[src/design/vrp_pkg.sv]
// vrp_pkg: shared types, codes and helpers for the VMM3 readout parser.
// No dependencies; used by every module in design/ except vrp_ram.
`timescale 1ns / 1ps
package vrp_pkg;

	localparam int VMMS_PER_FEC_DEF = 32;
	localparam int FEC_COUNT_DEF    = 16;
	localparam int MAX_HITS_DEF     = 512;
	localparam int HEADER_BYTES     = 16;
	localparam int WORD_BYTES       = 6;
	localparam int TADDR_W          = 9;   // widest table address (16 x 32)
	localparam int QUEUE_DEPTH      = 2;

	localparam logic [31:0] SIG_MASK    = 32'hffffff00;
	localparam logic [31:0] SIG_VALUE   = 32'h564d3300;
	localparam logic [42:0] WRAP_WINDOW = 43'h1FFFFFFF;

	localparam logic CMD_HEADER  = 1'b0;
	localparam logic CMD_READOUT = 1'b1;

	localparam logic [1:0] KIND_HEADER  = 2'd0;
	localparam logic [1:0] KIND_HIT     = 2'd1;
	localparam logic [1:0] KIND_MARKER  = 2'd2;
	localparam logic [1:0] KIND_DROPPED = 2'd3;

	localparam logic [3:0] ST_OK         = 4'd0;
	localparam logic [3:0] ST_NO_MARKER  = 4'd1;
	localparam logic [3:0] ST_UNDERSIZE  = 4'd2;
	localparam logic [3:0] ST_TOO_SHORT  = 4'd3;
	localparam logic [3:0] ST_UNKNOWN_ID = 4'd4;
	localparam logic [3:0] ST_BAD_FEC    = 4'd5;
	localparam logic [3:0] ST_BAD_LENGTH = 4'd6;
	localparam logic [3:0] ST_MARKER_SEQ = 4'd7;
	localparam logic [3:0] ST_WRAP       = 4'd8;
	localparam logic [3:0] ST_DROPPED    = 4'd9;

	typedef struct packed {
		logic [1:0]  kind;
		logic [3:0]  status;
		logic        frame_seq_error;
		logic [5:0]  lost_timestamps;
		logic        over_threshold;
		logic [5:0]  channel;
		logic [7:0]  tdc;
		logic [4:0]  vmm_id;
		logic [4:0]  trigger_offset;
		logic [9:0]  adc;
		logic [11:0] bcid;
		logic [41:0] fec_timestamp;
	} result_t;

	// one classified item waiting for the timestamp table
	typedef struct packed {
		result_t             res;
		logic                lookup;     // touches the table
		logic                is_marker;
		logic [TADDR_W-1:0]  addr;
	} entry_t;

	function automatic logic [11:0] gray_decode12(input logic [11:0] g);
		logic [11:0] b;
		b = g;
		b = b ^ (b >> 1);
		b = b ^ (b >> 2);
		b = b ^ (b >> 4);
		b = b ^ (b >> 8);
		return b;
	endfunction

	// x mod 3 == 0 : base-4 digits all weigh 1 mod 3
	function automatic logic div3(input logic [13:0] x);
		logic [4:0] s;
		logic [2:0] t;
		s = '0;
		for (int i = 0; i < 7; i++) begin
			s = s + 5'(x[2*i +: 2]);
		end
		t = 3'(s[1:0]) + 3'(s[3:2]) + 3'(s[4]);
		return (t == 3'd0) || (t == 3'd3) || (t == 3'd6);
	endfunction

endpackage

[src/design/vrp_front.sv]
// vrp_front: accepts items, runs header checks and frame state, classifies readouts.
// Depends on vrp_pkg.
`timescale 1ns / 1ps
module vrp_front #(
	parameter int VMMS_PER_FEC = vrp_pkg::VMMS_PER_FEC_DEF,
	parameter int FEC_COUNT    = vrp_pkg::FEC_COUNT_DEF,
	parameter int MAX_HITS     = vrp_pkg::MAX_HITS_DEF
) (
	input  logic                clk,
	input  logic                arst_n,
	input  logic                item_valid,
	output logic                item_ready,
	input  logic                command,
	input  logic [13:0]         frame_bytes,
	input  logic [31:0]         frame_counter,
	input  logic [31:0]         data_id,
	input  logic [31:0]         offset_overflow,
	input  logic [31:0]         readout_high,
	input  logic [15:0]         readout_low,
	input  logic                q_ready,
	input  logic                busy,
	output logic                push,
	output vrp_pkg::entry_t     push_entry
);
	localparam int FIDX_W = (FEC_COUNT > 1) ? $clog2(FEC_COUNT) : 1;
	localparam int VIDX_W = (VMMS_PER_FEC > 1) ? $clog2(VMMS_PER_FEC) : 1;
	localparam int HC_W   = $clog2(MAX_HITS + 1);
	localparam logic [31:0] VMASK = 32'((64'd1 << VMMS_PER_FEC) - 64'd1);

	logic [31:0]             exp_frame_q;
	logic [3:0]              cur_fec_q;
	logic                    accepted_q;
	logic [HC_W-1:0]         hit_cnt_q;
	logic [VMMS_PER_FEC-1:0] seen_q [FEC_COUNT];

	logic [31:0]             exp_frame_n;
	logic [3:0]              cur_fec_n;
	logic                    accepted_n;
	logic                    clear_hits, clear_seen, set_seen, count_hit;
	logic [3:0]              hdr_fec;
	logic                    hdr_fec_ok, cur_fec_ok;
	logic [FIDX_W-1:0]       hdr_idx, cur_idx;
	logic [31:0]             seen_ext, diff;
	logic [13:0]             payload;
	logic                    is_hit, drop, in_table;
	logic [4:0]              vmm;
	vrp_pkg::entry_t         e;

	assign item_ready = q_ready && !busy;
	assign push       = item_valid && item_ready;

	assign hdr_fec    = data_id[7:4];
	assign hdr_fec_ok = (hdr_fec != 4'd0) && ({1'b0, hdr_fec} <= 5'(FEC_COUNT));
	assign cur_fec_ok = (cur_fec_q != 4'd0) && ({1'b0, cur_fec_q} <= 5'(FEC_COUNT));
	assign hdr_idx    = FIDX_W'(hdr_fec - 4'd1);
	assign cur_idx    = FIDX_W'(cur_fec_q - 4'd1);
	assign seen_ext   = 32'(seen_q[hdr_idx]);
	assign diff       = (offset_overflow ^ seen_ext) & VMASK;
	assign payload    = frame_bytes - 14'(vrp_pkg::HEADER_BYTES);

	assign is_hit   = readout_low[15];
	assign vmm      = is_hit ? readout_high[26:22] : readout_low[14:10];
	assign in_table = {1'b0, vmm} < 6'(VMMS_PER_FEC);
	assign drop     = !accepted_q || !cur_fec_ok || (32'(hit_cnt_q) >= 32'(MAX_HITS));

	always_comb begin
		e           = '0;
		exp_frame_n = exp_frame_q;
		cur_fec_n   = cur_fec_q;
		accepted_n  = accepted_q;
		clear_hits  = 1'b0;
		clear_seen  = 1'b0;
		set_seen    = 1'b0;
		count_hit   = 1'b0;
		if (command == vrp_pkg::CMD_HEADER) begin
			e.res.kind = vrp_pkg::KIND_HEADER;
			accepted_n = 1'b0;
			if (frame_bytes < 14'd4) begin
				e.res.status = vrp_pkg::ST_UNDERSIZE;
			end else begin
				e.res.frame_seq_error = (frame_counter != exp_frame_q);
				exp_frame_n = frame_counter + 32'd1;
				if (frame_bytes < 14'(vrp_pkg::HEADER_BYTES + vrp_pkg::WORD_BYTES)) begin
					e.res.status = vrp_pkg::ST_TOO_SHORT;
				end else if ((data_id & vrp_pkg::SIG_MASK) != vrp_pkg::SIG_VALUE) begin
					e.res.status = vrp_pkg::ST_UNKNOWN_ID;
				end else begin
					cur_fec_n = hdr_fec;
					if (!hdr_fec_ok) begin
						e.res.status = vrp_pkg::ST_BAD_FEC;
					end else begin
						e.res.lost_timestamps = 6'($countones(diff));
						clear_seen = 1'b1;
						// multiple of 6 = even and multiple of 3
						if (payload[0] || !vrp_pkg::div3(payload)) begin
							e.res.status = vrp_pkg::ST_BAD_LENGTH;
						end else begin
							e.res.status = vrp_pkg::ST_OK;
							accepted_n = 1'b1;
							clear_hits = 1'b1;
						end
					end
				end
			end
		end else if (drop) begin
			e.res.kind   = vrp_pkg::KIND_DROPPED;
			e.res.status = vrp_pkg::ST_DROPPED;
		end else begin
			e.res.vmm_id = vmm;
			e.lookup     = in_table;
			e.addr       = vrp_pkg::TADDR_W'(32'(cur_idx) * VMMS_PER_FEC + 32'(vmm));
			if (is_hit) begin
				e.res.kind           = vrp_pkg::KIND_HIT;
				e.res.over_threshold = readout_low[14];
				e.res.channel        = readout_low[13:8];
				e.res.tdc            = readout_low[7:0];
				e.res.trigger_offset = readout_high[31:27];
				e.res.adc            = readout_high[21:12];
				e.res.bcid           = vrp_pkg::gray_decode12(readout_high[11:0]);
				count_hit            = 1'b1;
			end else begin
				e.res.kind          = vrp_pkg::KIND_MARKER;
				e.is_marker         = 1'b1;
				e.res.fec_timestamp = {readout_high, readout_low[9:0]};
				set_seen            = in_table;
			end
		end
	end

	assign push_entry = e;

	always_ff @(posedge clk or negedge arst_n) begin
		if (!arst_n) begin
			exp_frame_q <= '0;
			cur_fec_q   <= '0;
			accepted_q  <= 1'b0;
			hit_cnt_q   <= '0;
			for (int i = 0; i < FEC_COUNT; i++) begin
				seen_q[i] <= '0;
			end
		end else if (push) begin
			exp_frame_q <= exp_frame_n;
			cur_fec_q   <= cur_fec_n;
			accepted_q  <= accepted_n;
			if (clear_hits) begin
				hit_cnt_q <= '0;
			end else if (count_hit) begin
				hit_cnt_q <= hit_cnt_q + HC_W'(1);
			end
			if (clear_seen) begin
				seen_q[hdr_idx] <= '0;
			end else if (set_seen) begin
				// set_seen implies vmm is inside the table
				seen_q[cur_idx][vmm[VIDX_W-1:0]] <= 1'b1;
			end
		end
	end
endmodule

[config.mk]
export PLATFORM = sky130hd
export DESIGN_NAME = vrp_front
export DESIGN_NICKNAME = d
export VERILOG_FILES = /design/src/design/vrp_pkg.sv /design/src/design/vrp_front.sv
export SDC_FILE = /design/constraint.sdc
export NUM_CORES = 1
export LEC_CHECK = 0
export ABC_AREA = 0
export CORE_UTILIZATION = 35
export DETAILED_ROUTE_END_ITERATION = 10
export DONT_BUFFER_PORTS = 1
export PLACE_DENSITY = 0.51
export SYNTH_ARGS = -nofsm -noshare
export SYNTH_HDL_FRONTEND = slang
export SYNTH_SLANG_ARGS = --single-unit
[constraint.sdc]
create_clock -name clk -period 10.8 [get_ports clk]
set_input_delay 1.08 -clock clk [delete_from_list [all_inputs] [get_ports clk]]
set_output_delay 1.08 -clock clk [all_outputs]
set_load 0.02 [all_outputs]
# Word-level counts from Yosys, hierarchy flattened
# Cells that the tools add are included.
totals:
  word_cells: 170
  rom_bits: 0
  mem_count: 0
  reg_bits: 559
  mem_bits_rw: 0
  latch_bits: 0
op_classes:
  magnitude_cmp: 11
  n_eq_ne: 4
  n_reduce_logical: 26
  bitwise: 14
  n_mux: 50
  mul: 0
  div: 0
  shift: 0
  addsub: 45
op_table:
  columns: ["op", "n"]
  rows:
  - ["$mux W512", 2]
  - ["$and A512 B512 Y512", 1]
  - ["$not A512 Y512", 1]
  - ["$or A512 B512 Y512", 1]
  - ["$demux W32 S4", 2]
  - ["$mux W100", 2]
  - ["$bmux W32 S4", 1]
  - ["$mux W32", 4]
  - ["$mux W42", 1]
  - ["$add A1 B1 Y2", 16]
  - ["$add A32 B1 Y32 const B", 1]
  - ["$ne A32 B32 Y1", 1]
  - ["$xor A32 B32 Y32", 1]
  - ["$add A2 B2 Y3", 10]
  - ["$mux W27", 1]
  - ["$mux W6", 4]
  - ["$ne A24 B23 Y1 const B", 1]
  - ["$mux W10", 2]
  - ["$mux W4", 5]
  - ["$mux W1", 18]
  - ["$add A3 B3 Y4", 4]
  - ["$add A5 B2 Y5", 3]
  - ["$mux W15", 1]
  - ["$lt A14 B3 Y1 const B", 1]
  - ["38 further kinds", 66]

# Depth between registers and ports, before layout
depth:
  depth_word: 22
  ltp_mapped: 26
  ltp_nobuf: 21

# Worst setup path after synthesis
# OpenSTA, ideal clock, no wires.
synth_timing:
  path_type: "input port to output port"
  from: "input data_id[4]"
  to: "output push_entry[104] (netlist name)"
  path_stages: 25
  path_slack_ns: 1.365
  t_required_ns: 9.720
  arrival_time_ns: 8.355
  path_cell_list: "clkbuf_1 > buf_2 > buf_2 > inv_1 > ha_1 > clkbuf_1 > clkbuf_1 > mux4_2 > mux4_2 > xnor2_1 > fa_1 > fa_1 > fa_1 > inv_1 > fa_1 > inv_1 > fa_1 > inv_1 > fa_1 > ha_1 > fa_1 > a21o_1 > a21oi_1 > xor2_1 > nor2_1"
synth_lines:
  columns: ["element", "line", "text"]
  rows:
  - ["start, declared", "vrp_front.sv:16", "input logic [31:0] data_id,"]
  - ["end, declared", "vrp_front.sv:23", "output vrp_pkg::entry_t push_entry"]

==> results.py <==
metrics = {
    "placed_design": {
        "numPortBuffers": 0,
        "placedCellCount": 3576,
        "hpwl_mm": 56.8,
        "place_congestion": 0.961,
    },
    "logic_synthesis": {
        "synth_top_area_frac": 0.481,
        "synth_edf_count": 0,
        "synth.avg_cell_area_um2": 10.7,
        "synthDistinctLibCells": 61,
        "synth_top_area_cell": "dfrtp_1",
        "ys_top_cells_by_area": "dfrtp_1, mux4_2, a31oi_1",
        "async_flop_share": 1.00,
        "syn_inst": 2725,
        "synth_seq_cells": 559,
        "syn_nets": 2948,
        "syn_area_mm2": 0.0291,
        "yosys_most_used_dff": "dfrtp_1",
        "yosys_warnings": 0,
        "synth.yosys.seq_area_share": 0.481,
    },
    "cts": {
        "ctsResizeCount": 0,
        "cts.root.buffer_cell": "clkbuf_16",
        "cts.clk_slew.worst_paths_ns": 0.06,
        "post_cts_buffers": 0,
        "worstSkewPairLatency_ns": 0.65,
        "cts_tree": "yes",
        "h-tree-depth": 2,
        "holdBufCountCts": 0,
        "cts.sinks": 559,
        "cts_buffers": 59,
        "max-clock-path-buffers": 3,
    },
    "sta": {
        "max_freq_mhz": 109,
        "final-hold-violation-count": 0,
        "finalClockSkew_ns": 0.0393,
        "post-route-min-period_ns": 9.20,
        "setup_tns_ns": 0,
        "setup_viol": 0,
        "tightest_slew_ns": 1.38,
        "finalCritPeriodShare": 0.852,
        "worst_hold_slack_ns": 0.151,
        "maxSlewViolCount": 0,
        "rsz0062_at_grt": "no",
        "relSlewSlack": 0.0832,
    },
    "detailed_routing": {
        "wl_per_cell_um": 27.4,
        "dr.pass1.iters": 5,
        "dr.first_iter.drc_count": 2429,
        "avgViaCountPerCell": 6.17,
        "num_vias": 22800,
        "drc": 0,
        "wirelength_mm": 101,
        "antenna_left": 0,
    },
    "cells_and_area": {
        "final_cells": 3693,
        "layout.nets": 2793,
        "nFillCells": 7803,
        "area_growth_pct": 10.3,
        "post-route-util": 0.391,
        "drive_gt1_frac": 0.141,
    },
    "pwr": {
        "p_comb_frac": 0.174,
        "p_sw_uw": 1420,
        "power_switching_share": 0.275,
        "p_int_uw": 3750,
        "power_frac_seq": 0.413,
        "pwr_density_cell_mw_per_mm2": 161,
        "power_leakage_uw": 0.0145,
        "p_clk_frac": 0.413,
        "totalPowerFinal_uw": 5170,
        "vdd_ir_drop_max_mv": 0.163,
    },
    "floorplanning": {
        "die_w_um": 290,
        "die_area_mm2": 0.0842,
        "core-area_mm2": 0.0821,
        "start_util": 0.354,
        "rows": 105,
        "die_y_um": 290,
        "ioPinCount": 279,
    },
    "worst_setup_path": {
        "arrival_ns": 8.12,
        "critPathMaxFanout": 133,
        "startpoint_type": "input port",
        "critPathRequiredTime_ns": 9.72,
        "worstSetupEndpointType": "primary output",
        "path_class": "in2out",
    },
    "grt": {
        "grt_antenna_before_repair": 5,
        "overflow": 0,
        "grt_pass1_wl_mm": 151,
        "grt_max_degree": 560,
        "grt_pass1_vias": 22600,
        "grt_use_total": 0.236,
    },
    "run_status": {
        "status": "finished clean",
    },
    "run": {
        "cap_violations": 0,
    },
    "min_path": {
        "worstHoldPathType": "in2async",
    },
}
[sequential cells by signal, indices dropped and copies added, names as in the netlist]
name	count
hit_cnt_q	10
exp_frame_q	32
accepted_q	1
cur_fec_q	4
seen_q	512
[worst max-delay path, stage by stage]
cell,delay [ns]
inv_1,0.08
ha_4,0.64
buf_4,0.34
mux4_2,0.34
mux4_2,0.53
xnor2_1,0.17
fa_1,0.56
fa_1,0.53
fa_1,0.57
inv_1,0.08
fa_1,0.54
inv_1,0.05
fa_1,0.56
inv_1,0.09
fa_1,0.43
ha_1,0.24
fa_1,0.47
a21o_1,0.19
a21oi_1,0.16
xor2_1,0.08
nor2_1,0.31
[synth_stat cells (all sizes together), types with 50 or more instances]
| cell | instances |
|---|---|
| xnor2 | 61 |
| nor2 | 524 |
| inv | 75 |
| and2 | 85 |
| buf | 108 |
| mux4 | 160 |
| nand2 | 59 |
| clkbuf | 162 |
| xor2 | 58 |
| nor3 | 50 |
| dfrtp | 559 |
| o21ai | 63 |
| a31oi | 475 |
[cell usage in the layout (no fill, tap or decap), drive strengths merged, types with 5 or more instances in the layout]
master    n
mux2i     5
clkbuf   79
nor4     12
fa       36
mux4    160
buf      54
dfrtp   559
ha       23
nor2b     6
nor2    524
a31oi   475
and4      6
a22o     12
nand3    40
xor2     58
nand2    59
a21oi    23
clkinv   15
a32o     12
nand4    28
nand3b    7
o21ai    63
and2     85
xnor2    61
nor3     50
nor3b     5
diode    10
o31ai     5
inv      77
and3      8
bufinv    7
o22ai     5
[stage by stage]
step	worst slack, ns	cell area, um2
5_1_grt	1.40	32100
6_report	1.60	32100
3_3_place_gp	1.66	30000
2_1_floorplan	1.36	29100
3_5_place_dp	1.58	30000
4_1_cts	1.56	32000
[cells by family (layout without fill, tap and decap cells)]
family	Yosys count	count (layout)	share of synthesized area
flip-flops	559	559	0.481
multiplexers	169	169	0.127
buffers and inverters	346	234	0.0495
XOR/XNOR	124	124	0.0404
other	0	10	0
AND/OR/NAND/NOR	854	854	0.134
adder cells (fa/ha/maj)	59	59	0.0347
AO/OA/AOI/OAI	614	614	0.133
[cell type report]
class / count / area, um2 / share of cell area
multi-input cells: 1820 / 13900 / 0.434
repair buffers: 54 / 503 / 0.0157
inverters: 76 / 285 / 0.00889
clock inverters: 25 / 345 / 0.0108
well taps: 1070 / 1340 / 0.0417
diodes: 10 / 25.0 / 0.000780
clock buffers: 79 / 1670 / 0.0521
flip-flops and latches: 559 / 14000 / 0.436
[final timing paths]
path / slack, ns / start / cells past startpoint / endpoint
max: 1.60 / data_id[4] / 21 / push_entry[104]
min: 0.15 / arst_n / 0 / exp_frame_q[1]
max reg2reg: 6.78 / cur_fec_q[0] / 8 / seen_q[55]
min reg2reg: 0.49 / seen_q[130] / 1 / seen_q[130]
max in group asynchronous: 8.32 / arst_n / 2 / seen_q[182]
min in group clk: 0.49 / seen_q[130] / 1 / seen_q[130]
[power groups by stage]
stage / combinational [uW] / clock, uW / sequential (uW)
after global placement: 824 / 0 / 2170
after global routing: 1010 / 2260 / 2140
final: 901 / 2140 / 2130
after CTS: 871 / 2170 / 2130
after floorplan: 624 / 0 / 2170
after detailed placement: 867 / 0 / 2170
[routing by layer]
metal,vias up,GRT usage,wire [um]
li1,9546,-,-
met1,12000,0.318,42200
met3,166,0.0590,8780
met4,10,0.0619,2530
met5,-,0.00340,87
met2,1086,0.378,47500
No activity file was read; power rests on OpenSTA's default activity.
