File: config.mk
export PLATFORM = sky130hd
export DESIGN_NAME = vrp_queue
export DESIGN_NICKNAME = d
export VERILOG_FILES = /design/src/design/vrp_pkg.sv /design/src/design/vrp_queue.sv
export SDC_FILE = /design/constraint.sdc
export NUM_CORES = 1
export LEC_CHECK = 0
export BUFFER_PORTS_ARGS = -buffer_cell sky130_fd_sc_hd__buf_4
export CAP_MARGIN = 20
export CORE_MARGIN = 2
export CORE_UTILIZATION = 35
export CTS_BUF_LIST = sky130_fd_sc_hd__clkbuf_8
export CTS_CLUSTER_DIAMETER = 120
export DETAILED_ROUTE_END_ITERATION = 8
export HOLD_SLACK_MARGIN = 0.03
export PLACE_DENSITY = 0.66
export SYNTH_ARGS = -nofsm -noshare
export SYNTH_HDL_FRONTEND = slang
export SYNTH_SLANG_ARGS = --single-unit
File: constraint.sdc
create_clock -name clk -period 14.1 [get_ports clk]
set_clock_uncertainty 0.05 [all_clocks]
set_input_delay 2.82 -clock clk [delete_from_list [all_inputs] [get_ports clk]]
set_output_delay 2.82 -clock clk [all_outputs]
set_load 0.1 [all_outputs]
File: src/design/vrp_pkg.sv
// vrp_pkg: shared types, codes and helpers for the VMM3 readout parser.
// No dependencies; used by every module in design/ except vrp_ram.
`timescale 1ns / 1ps
package vrp_pkg;

	localparam int VMMS_PER_FEC_DEF = 32;
	localparam int FEC_COUNT_DEF    = 16;
	localparam int MAX_HITS_DEF     = 512;
	localparam int HEADER_BYTES     = 16;
	localparam int WORD_BYTES       = 6;
	localparam int TADDR_W          = 9;   // widest table address (16 x 32)
	localparam int QUEUE_DEPTH      = 2;

	localparam logic [31:0] SIG_MASK    = 32'hffffff00;
	localparam logic [31:0] SIG_VALUE   = 32'h564d3300;
	localparam logic [42:0] WRAP_WINDOW = 43'h1FFFFFFF;

	localparam logic CMD_HEADER  = 1'b0;
	localparam logic CMD_READOUT = 1'b1;

	localparam logic [1:0] KIND_HEADER  = 2'd0;
	localparam logic [1:0] KIND_HIT     = 2'd1;
	localparam logic [1:0] KIND_MARKER  = 2'd2;
	localparam logic [1:0] KIND_DROPPED = 2'd3;

	localparam logic [3:0] ST_OK         = 4'd0;
	localparam logic [3:0] ST_NO_MARKER  = 4'd1;
	localparam logic [3:0] ST_UNDERSIZE  = 4'd2;
	localparam logic [3:0] ST_TOO_SHORT  = 4'd3;
	localparam logic [3:0] ST_UNKNOWN_ID = 4'd4;
	localparam logic [3:0] ST_BAD_FEC    = 4'd5;
	localparam logic [3:0] ST_BAD_LENGTH = 4'd6;
	localparam logic [3:0] ST_MARKER_SEQ = 4'd7;
	localparam logic [3:0] ST_WRAP       = 4'd8;
	localparam logic [3:0] ST_DROPPED    = 4'd9;

	typedef struct packed {
		logic [1:0]  kind;
		logic [3:0]  status;
		logic        frame_seq_error;
		logic [5:0]  lost_timestamps;
		logic        over_threshold;
		logic [5:0]  channel;
		logic [7:0]  tdc;
		logic [4:0]  vmm_id;
		logic [4:0]  trigger_offset;
		logic [9:0]  adc;
		logic [11:0] bcid;
		logic [41:0] fec_timestamp;
	} result_t;

	// one classified item waiting for the timestamp table
	typedef struct packed {
		result_t             res;
		logic                lookup;     // touches the table
		logic                is_marker;
		logic [TADDR_W-1:0]  addr;
	} entry_t;

	function automatic logic [11:0] gray_decode12(input logic [11:0] g);
		logic [11:0] b;
		b = g;
		b = b ^ (b >> 1);
		b = b ^ (b >> 2);
		b = b ^ (b >> 4);
		b = b ^ (b >> 8);
		return b;
	endfunction

	// x mod 3 == 0 : base-4 digits all weigh 1 mod 3
	function automatic logic div3(input logic [13:0] x);
		logic [4:0] s;
		logic [2:0] t;
		s = '0;
		for (int i = 0; i < 7; i++) begin
			s = s + 5'(x[2*i +: 2]);
		end
		t = 3'(s[1:0]) + 3'(s[3:2]) + 3'(s[4]);
		return (t == 3'd0) || (t == 3'd3) || (t == 3'd6);
	endfunction

endpackage

File: src/design/vrp_queue.sv
// vrp_queue: short FIFO of classified items between front and back.
// Depends on vrp_pkg.
`timescale 1ns / 1ps
module vrp_queue (
	input  logic            clk,
	input  logic            arst_n,
	input  logic            push,
	input  vrp_pkg::entry_t push_entry,
	output logic            q_ready,
	input  logic            pop,
	output logic            q_valid,
	output vrp_pkg::entry_t q_entry
);
	localparam int PW = (vrp_pkg::QUEUE_DEPTH > 1) ? $clog2(vrp_pkg::QUEUE_DEPTH) : 1;
	localparam int CW = $clog2(vrp_pkg::QUEUE_DEPTH + 1);

	vrp_pkg::entry_t slot_q [vrp_pkg::QUEUE_DEPTH];
	logic [PW-1:0]   wr_q, rd_q;
	logic [CW-1:0]   cnt_q;

	assign q_ready = (32'(cnt_q) < vrp_pkg::QUEUE_DEPTH);
	assign q_valid = (cnt_q != '0);
	assign q_entry = slot_q[rd_q];

	always_ff @(posedge clk) begin
		if (push) begin
			slot_q[wr_q] <= push_entry;
		end
	end

	always_ff @(posedge clk or negedge arst_n) begin
		if (!arst_n) begin
			wr_q  <= '0;
			rd_q  <= '0;
			cnt_q <= '0;
		end else begin
			if (push) begin
				wr_q <= (32'(wr_q) == vrp_pkg::QUEUE_DEPTH - 1) ? '0 : wr_q + PW'(1);
			end
			if (pop) begin
				rd_q <= (32'(rd_q) == vrp_pkg::QUEUE_DEPTH - 1) ? '0 : rd_q + PW'(1);
			end
			cnt_q <= cnt_q + CW'(push) - CW'(pop);
		end
	end
endmodule

# == Word-level counts from Yosys, hierarchy flattened ==
# Memories as Yosys holds them, arrays and structs flattened.
# Cells that the tools add are included.
# classes
add_sub_neg,4
n_lt_le_gt_ge,1
muxes,4
n_reduce_logical,1
# op_table
op,n
1-bit 2-to-1 mux,4
"1-bit adder, second input constant",2
2-bit by 1-bit adder with 2-bit output,1
"2-bit < comparator, second input constant",1
2-bit nonzero test,1
2-bit by 1-bit subtractor with 2-bit output,1
# word_totals
regBits,4
mem_bits_rw,226
input_bits,117
output_inout_bits,115
wordCells,14
mem_count,1
# mem_list
name,words,width,rd,rd_ports_with_merged_regs,wr,line_no,source
slot_q,2,113,1,0,1,vrp_queue.sv:17,vrp_pkg::entry_t slot_q [vrp_pkg::QUEUE_DEPTH];

# == Depth between registers and ports, before layout ==
# Gate-level depths: netlist of the first run.
# depth
ltp_word,2
depth_mapped,5
ltp_nobuf,5

# == Worst setup path after synthesis of the first run ==
# No wires, ideal clock.
# synth_path
kind,input to register
from,input port push
to,"memory slot_q[0][0] (netlist bit), enable pin"
arrival_time_ns,7.727
t_required_ns,13.450
setup_slack_ns,5.723
stages,1
path_buffers,0
path_cell_list,nor2b_1
# synth_between
elab_chain_cells,2
# synth_lines
element,line_no,source
start: declaration,vrp_queue.sv:7,"input logic push,"
1-bit 2-to-1 mux,vrp_queue.sv:26,if (push) begin
1-bit 2-to-1 mux (not written as such),vrp_queue.sv:27,slot_q[wr_q] <= push_entry;
end: declaration,vrp_queue.sv:17,
# No other way between the ends.

==> impl_metrics.py, run 1 <==
metrics = {
    "status": {
        "status": "completed",
    },
    "cts": {
        "hold_buffers": 0,
        "cts_sinks": 230,
        "clock_path_buffers": 3,
        "cts_tree": "yes",
        "clock_latency_ns": 0.50,
        "cts_setup_buffers": 0,
        "htreeDepth": 2,
        "clock-root-buffer": "clkbuf_8",
        "path_clk_slew_ns": 0.05,
        "cts_buffers": 38,
        "cts-resized-gates": 0,
    },
    "critical_path": {
        "rrSetupSlack_ns": 11.76,
        "crit_required_ns": 11.23,
        "critPathArrivalTime_ns": 3.14,
        "regToRegEndpoint": "slot_q[1][32]",
        "crit_slowest_cell": "dfrtp_4",
        "end_kind": "output pin",
        "crit_buf_inv": 2,
        "max_stage_delay_ns": 1.02,
        "crit_family": "buffers and inverters",
        "cp_common_cell": "buf_4",
        "r2r-start": "wr_q",
        "worstSetupStartpointType": "flop",
        "path_cells": "buf_4 -> mux2_2 -> buf_4",
        "critical_path_class": "flop to output pin",
        "critPathMaxFanout": 61,
        "r2r_cells": 2,
    },
    "finish": {
        "final_cell_mix": "235 x buf_4, 226 x edfxtp_1, 60 x mux2_4",
        "areaGrowthSynthToFinish_pct": 32.2,
        "nNetsFinal": 748,
        "utilization_pct": 46.9,
        "final_common_cell": "buf_4",
        "drive_gt1_share_pct": 60.5,
        "num-fill-cells": 2074,
        "antennaDiodeCount": 0,
    },
    "global_route": {
        "use_met1_pct": 13.3,
        "grtUsageMet3_pct": 4.36,
        "grt_busiest_layer": "met2",
        "antenna_found_initial": 0,
        "grt_pass1_wl_mm": 24.8,
        "grt_max_degree": 62,
        "use_met2_pct": 22.2,
        "grt_pass1_vias": 4852,
        "grt_use_total_pct": 12.4,
        "grt_overflow": 0,
    },
    "timing": {
        "setup_viol": 0,
        "tns_ns": 0,
        "hold_viol_final": 0,
        "rsz0062_at_grt": "false",
        "max_freq_mhz": 166,
        "layout_setup_ws_ns": 8.09,
        "max-slew-margin-rel_pct": 36.0,
        "finalMaxSlewViolations": 0,
        "worstMarginPinSlew_ns": 0.961,
        "finalCritPeriodShare_pct": 42.6,
        "fin_crit_ns": 6.01,
    },
    "floorplanning": {
        "die-height_um": 161,
        "initial_utilization_pct": 35.4,
        "die_width_um": 161,
        "row_count": 57,
        "dieArea_um2": 25800,
        "core_area_um2": 24200,
        "io-pin-count": 232,
    },
    "drt": {
        "drc": 0,
        "avgViaCountPerCell": 4.38,
        "vias": 4306,
        "final_antenna_net_count": 0,
        "wl_per_cell_um": 16.6,
        "drt_pre_antenna_iters": 4,
        "wirelength_mm": 16.3,
        "first_iter_violations": 152,
    },
    "synth": {
        "ys_warn_count": 0,
        "seq_area_frac_synth_pct": 80.1,
        "syn-cell-area_um2": 8600,
        "syn_inst": 367,
        "synth_nets": 486,
        "ys_seq_elements": 230,
        "ys_types": 13,
        "avgSynthCellArea_um2": 23.4,
    },
    "hold_path": {
        "hp-class": "flop to flop",
        "hold_path.startpoint": "wr_q",
        "holdPathStages": 1,
        "min_to": "wr_q",
    },
    "run": {
        "maxCapViolations": 0,
    },
    "placed_design": {
        "gp_congestion": 0.746,
        "port_buffers": 231,
        "post-place-ws_ns": 8.56,
        "place_hpwl_mm": 10.5,
    },
}
==> final cells by class <==
cell class                      instances  area (um2)  area share [%]
Clock buffer                           41         564            4.97
Clock inverter                         28         136            1.20
Inverter                                3        11.3          0.0991
Multi-Input combinational cell        121        1590            14.0
Sequential cell                       230        6890            60.6
Tap cell                              324         405            3.57
Timing Repair Buffer                  235        1760            15.5
==> metrics by stage <==
| step | area [um2] | std cells | hold slack [ns] |
|---|---|---|---|
| floorplan | 8600 | 367 | 0.403 |
| global route | 11400 | 982 | 0.562 |
| detailed placement | 10700 | 913 | 0.508 |
| global placement | 10700 | 913 | 0.478 |
| CTS | 11400 | 982 | 0.519 |
| finish | 11400 | 982 | 0.508 |
==> metal layers <==
metal	vias to the layer above	wire, um
li1	1986	-
met1	2106	6190
met2	170	8370
met3	44	1270
met4	0	497
met5	-	0
==> logic make-up (layout without fill, tap and decap cells) <==
family / count (synthesis) / count (layout) / synth area share [%]
DFF: 230 / 230 / 80.1
buffers and inverters: 16 / 307 / 1.47
adders and majority gates: 2 / 2 / 0.291
xor gates and xnor gates: 3 / 3 / 0.480
muxes: 113 / 113 / 17.4
and+or+nand+nor: 3 / 3 / 0.218
==> synthesized netlist by cell type, drive strengths merged <==
cell | count | area share [%]
edfxtp | 226 | 79
mux2 | 113 | 17
buf | 13 | 1.3
dfrtp | 4 | 1.2
inv | 3 | 0.13
ha | 2 | 0.29
xor2 | 2 | 0.20
and2 | 1 | 0.073
nor2b | 1 | 0.073
or2 | 1 | 0.073
xor3 | 1 | 0.28
==> sequential cells by signal, indices dropped and copies added, names as in the netlist <==
name and count:
rd_q 1, slot_q 226, wr_q 1, cnt_q 2
==> worst max-delay path by stage <==
stage	startpoint	endpoint	slack, ns	depth (start not counted)
3_3_place_gp	rd_q	q_entry[107]	8.65	3
3_5_place_dp	rd_q	q_entry[110]	8.56	3
5_1_grt	rd_q	q_entry[5]	7.87	3
6_report	rd_q	q_entry[110]	8.09	3
4_1_cts	rd_q	q_entry[110]	7.98	3
2_1_floorplan	push	slot_q[0][0]	5.72	1
==> worst reg2reg max path: cells and delay by family, from the launching register on <==
| family | cells | cell delay, ns |
|---|---|---|
| buffers and inverters | 1 | 0.76 |
| AND/OR/NAND/NOR | 1 | 0.68 |
| flip-flops | 1 | 0.42 |
Power of run 1 is not shown: default switching activity piles up to over one toggle a cycle in this logic, so the estimate is an artifact.
==> run 2, diff against run 1 <==
PLACE_DENSITY = 0.68   (was 0.66)
clock period = 5.1 ns   (was 14.1 ns; I/O delays follow)
==> run 2 against run 1 <==
Setup slack got worse by 6.3 ns. Routed wire length increased by 4.7%. Worst hold slack got worse by 0.27 ns. Global-route usage increased by 0.67 points. Flip-flop and latch count unchanged. Register-to-register slack got worse by 8.6 ns. Critical path depth unchanged. Critical endpoint is now q_entry[109]. Largest cell class unchanged.
==> impl_metrics.py, run 2 (same netlist as run 1, synthesis figures left out) <==
metrics = {
    "status": {
        "status": "completed",
    },
    "floorplanning": {
        "die-height_um": 161,
        "io-pin-count": 232,
        "dieArea_um2": 25800,
        "die_width_um": 161,
        "row_count": 57,
        "initial_utilization_pct": 35.4,
        "core_area_um2": 24200,
    },
    "drt": {
        "drt_pre_antenna_iters": 4,
        "drc": 0,
        "first_iter_violations": 174,
        "vias": 4339,
        "wirelength_mm": 17.1,
        "avgViaCountPerCell": 4.41,
        "wl_per_cell_um": 17.4,
        "final_antenna_net_count": 0,
    },
    "global_route": {
        "antenna_found_initial": 0,
        "grt_pass1_vias": 4916,
        "grt_overflow": 0,
        "grt_use_total_pct": 13.0,
        "grt_max_degree": 85,
        "grt_pass1_wl_mm": 26.3,
    },
    "critical_path": {
        "crit_required_ns": 4.03,
        "regToRegEndpoint": "slot_q[1][112]",
        "critical_path_class": "flop to output pin",
        "max_stage_delay_ns": 0.63,
        "worstSetupStartpointType": "flop",
        "startpoint": "rd_q",
        "end_kind": "output pin",
        "crit_slowest_cell": "buf_4",
        "cp_common_cell": "buf_4",
        "rrSetupSlack_ns": 3.17,
        "critPathMaxFanout": 52,
        "critPathArrivalTime_ns": 2.28,
        "path_cells": "buf_4 -> mux2_2 -> buf_4",
        "r2r-start": "wr_q",
        "r2r_cells": 2,
    },
    "finish": {
        "areaGrowthSynthToFinish_pct": 32.7,
        "largest_reg_flops": 226,
        "final_cell_mix": "236 x buf_4, 226 x edfxtp_1, 60 x mux2_4",
        "seqCellArea_um2": 6890,
        "antennaDiodeCount": 0,
        "num-fill-cells": 2094,
        "nNetsFinal": 752,
        "multi_input_area_um2": 1590,
        "largest_registers": "slot_q (226), cnt_q (2)",
        "regMostFlops": "slot_q",
        "final_common_cell": "buf_4",
        "drive_gt1_share_pct": 61.0,
    },
    "timing": {
        "worstMarginPinSlew_ns": 0.839,
        "rsz0062_at_grt": "false",
        "hold_viol_final": 0,
        "fin_crit_ns": 3.35,
        "max_freq_mhz": 298,
        "finalMaxSlewViolations": 0,
        "max-slew-margin-rel_pct": 44.1,
        "finalCritPeriodShare_pct": 65.7,
        "tns_ns": 0,
        "setup_viol": 0,
    },
    "cts": {
        "cts_sinks": 230,
        "cts_tree": "yes",
        "clock-root-buffer": "clkbuf_8",
        "cts_buffers": 39,
        "htreeDepth": 2,
        "hold_buffers": 0,
        "clock_latency_ns": 0.52,
        "path_clk_slew_ns": 0.06,
        "clock_path_buffers": 3,
        "cts-resized-gates": 0,
        "cts_setup_buffers": 0,
    },
    "placed_design": {
        "gp_congestion": 0.739,
        "place_hpwl_mm": 11.1,
        "port_buffers": 231,
    },
    "hold_path": {
        "hp-class": "input port to asynchronous set/reset pin",
    },
    "run": {
        "maxCapViolations": 0,
    },
}
## run 2: changes by cell type in the layout (fill, tap and decap cells not counted), sizes merged
cell / previous run / this run
clkinv: 15 / 11
bufinv: 1 / 0
buf: 235 / 238
clkbuf: 41 / 43
inv: 15 / 16
## run 2: worst max-delay path by stage
stage,slack (ns),to
after floorplan,0.64,slot_q[0][0]
after global placement,2.33,q_entry[109]
after detailed placement,2.28,q_entry[108]
after CTS,1.72,q_entry[108]
after global routing,1.64,q_entry[109]
final,1.75,q_entry[109]
## run 2: final cells by class
type                       count  share of cell area (%)
sequential                   230                    60.4
timing repair buffer         238                    15.9
multi-input combinational    121                    14.0
clock buffer                  43                    5.19
tap                          324                    3.55
clock inverter                24                   0.834
inverter                       3                  0.0987
## run 2: worst max-delay path, delay by kind of cell (launching register included)
kind,cells,cell delay (ns)
flops,1,0.42
buf+inv,2,0.86
mux,1,0.42
## run 2: routing by layer
| metal | up-vias | wire length (um) | track usage [%] |
|---|---|---|---|
| met2 | 200 | 8130 | 21.0 |
| met3 | 41 | 1680 | 5.63 |
| met5 | - | 0 | 0 |
| met4 | 0 | 454 | 4.75 |
| met1 | 2106 | 6840 | 15.7 |
| li1 | 1992 | - | - |
## run 2: through the flow
| step | area [um2] | hold slack [ns] | setup WS [ns] | instances | utilization (%) |
|---|---|---|---|---|---|
| after CTS | 11400 | 0.212 | 1.72 | 982 | 46.9 |
| after global placement | 10700 | 0.480 | 2.33 | 915 | 44.1 |
| after detailed placement | 10700 | 0.483 | 2.28 | 915 | 44.1 |
| after floorplan | 8600 | 0.421 | 0.645 | 367 | - |
| after global routing | 11400 | 0.201 | 1.64 | 983 | 47.0 |
| final | 11400 | 0.237 | 1.75 | 983 | 47.0 |
Power of run 2 is left out for the same reason.
==> run 3, diff against run 2 <==
ABC_AREA = 1   (was default)
PLACE_DENSITY = 0.66   (was 0.68)
clock period = 3.38 ns   (was 5.1 ns; I/O delays follow)
==> run 3 against run 2 <==
Global-route usage about the same. Count of clock-buffer cells in the layout down 2. Synthesized cell count rose by 67%. Via count rose by 20%. Worst hold slack gained 0.060 ns. Largest cell class unchanged. Critical path depth increased by 1. Non-clock buffer count increased by 2. Highest routed layer unchanged.
==> impl_metrics.py, run 3 <==
metrics = {
    "status": {
        "status": "completed",
    },
    "timing": {
        "setup_viol": 0,
        "finalMaxSlewViolations": 0,
        "tns_ns": 0,
        "finalCritPeriodShare_pct": 84.0,
        "worstMarginPinSlew_ns": 0.636,
        "hold_viol_final": 0,
        "max-slew-margin-rel_pct": 57.6,
        "layout_setup_ws_ns": 0.541,
        "fin_crit_ns": 2.84,
        "rsz0062_at_grt": "false",
        "max_freq_mhz": 352,
    },
    "finish": {
        "final_common_cell": "buf_4",
        "largest_reg_flops": 226,
        "multi_input_area_um2": 1260,
        "areaGrowthSynthToFinish_pct": 31.8,
        "drive_gt1_share_pct": 38.8,
        "num-fill-cells": 2208,
        "fin_cells": 1223,
        "final_cell_mix": "235 x buf_4, 226 x edfxtp_1, 130 x inv_1",
        "nNetsFinal": 990,
        "largest_registers": "slot_q (226), cnt_q (2)",
        "regMostFlops": "slot_q",
        "seqCellArea_um2": 6890,
    },
    "drt": {
        "wirelength_mm": 17.2,
        "vias": 5212,
        "avgViaCountPerCell": 4.26,
        "drc": 0,
        "wl_per_cell_um": 14.1,
        "first_iter_violations": 265,
        "final_antenna_net_count": 0,
        "drt_pre_antenna_iters": 4,
    },
    "critical_path": {
        "critPathMaxFanout": 80,
        "end_kind": "output pin",
        "endpoint": "q_entry[22]",
        "r2r_cells": 2,
        "r2r-start": "wr_q",
        "crit_required_ns": 2.65,
        "startpoint": "rd_q",
        "critical_path_class": "flop to output pin",
        "rrSetupSlack_ns": 1.83,
        "worstSetupStartpointType": "flop",
        "critPathArrivalTime_ns": 2.11,
        "regToRegEndpoint": "slot_q[0][31]",
    },
    "cts": {
        "hold_buffers": 1,
        "cts_tree": "yes",
        "htreeDepth": 2,
        "cts_setup_buffers": 0,
        "clock_path_buffers": 3,
        "cts_sinks": 230,
        "cts-resized-gates": 0,
        "clock-root-buffer": "clkbuf_8",
        "path_clk_slew_ns": 0.06,
        "cts_buffers": 40,
        "clock_latency_ns": 0.50,
    },
    "floorplanning": {
        "die-height_um": 162,
        "io-pin-count": 232,
        "initial_utilization_pct": 35.8,
        "row_count": 57,
        "core_area_um2": 24500,
        "dieArea_um2": 26300,
        "die_width_um": 162,
    },
    "synth": {
        "syn-cell-area_um2": 8760,
        "synth_ff_type": "edfxtp_1",
        "avgSynthCellArea_um2": 14.3,
        "synth_common_cells": "226 x edfxtp_1, 120 x inv_1, 90 x nand2_1",
        "synth_enable_flop_cells": 226,
        "synth-async-reset-ratio_pct": 1.74,
        "seq_area_frac_synth_pct": 78.6,
        "yosysTopAreaCell": "edfxtp_1",
        "ys_seq_elements": 230,
        "syn_inst": 614,
        "synth_area_leaders": "edfxtp_1 77%, inv_1 5.1%, o21ai_0 4.7%, nand2_1 3.9%, o21ai_2 3.0%",
        "ys_types": 15,
        "synth_nets": 733,
        "yosysMostFrequentCell": "edfxtp_1",
        "ys_warn_count": 0,
        "synth_top_area_share_pct": 77.5,
    },
    "hold_path": {
        "hp-class": "input port to flop",
    },
    "run": {
        "maxCapViolations": 0,
    },
    "global_route": {
        "grt_max_degree": 81,
        "grt_use_total_pct": 13.0,
        "grt_pass1_vias": 5286,
        "antenna_found_initial": 1,
        "grt_pass1_wl_mm": 26.7,
        "grt_overflow": 0,
    },
    "placed_design": {
        "place_hpwl_mm": 11.4,
        "gp_congestion": 0.752,
        "placed_cells": 1152,
        "port_buffers": 231,
        "post-place-ws_ns": 1.07,
    },
}
run 3: changes by cell type after synthesis, sizes merged, moves of 12 or more:
cell / before / now
nand2: 0 / 120
mux2: 113 / 0
o21ai: 0 / 113
buf: 13 / 25
inv: 3 / 120
run 3: worst min path at each step:
stage                        start            end  slack [ns]  depth (start not counted)
floorplan                   arst_n       cnt_q[0]        0.33                          0
CTS                 push_entry[23]  slot_q[1][23]        0.25                          1
detailed placement          arst_n       cnt_q[0]        0.42                          1
global route        push_entry[76]  slot_q[1][76]        0.24                          1
finish              push_entry[23]  slot_q[0][23]        0.30                          1
global placement            arst_n       cnt_q[0]        0.43                          1
run 3: critical path, cell delays in order, from the launching register on:
cell and delay, ns:
dfrtp_4 0.67, buf_12 0.33, nand2_1 0.10, o21ai_1 0.13
buf_4 0.33
run 3: kinds of logic after synthesis:
group,Yosys count,share of synthesized area [%]
adder cells (fa/ha/maj),2,0.286
flip-flops,230,78.6
AND/OR/NAND/NOR,122,6.10
XOR/XNOR,2,0.200
buffers and inverters,145,7.04
AO/OA/AOI/OAI,113,7.74
run 3: metal layers:
metal / global-route usage, % / vias to the layer above / wire (um)
li1: - / 2597 / -
met1: 15.6 / 2376 / 6880
met2: 20.5 / 201 / 7950
met3: 6.00 / 38 / 1900
met4: 5.07 / 0 / 461
met5: 0 / - / 0
run 3: through the flow:
| stage | area, um2 | util, % | hold WS [ns] |
|---|---|---|---|
| final | 11500 | 47.2 | 0.297 |
| after global routing | 11500 | 47.2 | 0.245 |
| after CTS | 11500 | 47.2 | 0.254 |
| after detailed placement | 10900 | 44.4 | 0.425 |
| after global placement | 10900 | 44.4 | 0.426 |
| after floorplan | 8770 | - | 0.330 |
run 3: final cells by class:
class	count	share of cell area, %
Antenna cell	1	0.0217
Clock buffer	41	4.89
Clock inverter	28	0.965
Inverter	120	3.93
Multi-Input combinational cell	239	10.9
Sequential cell	230	59.7
Tap cell	324	3.51
Timing Repair Buffer	240	16.1
Power of run 3 is left out for the same reason.
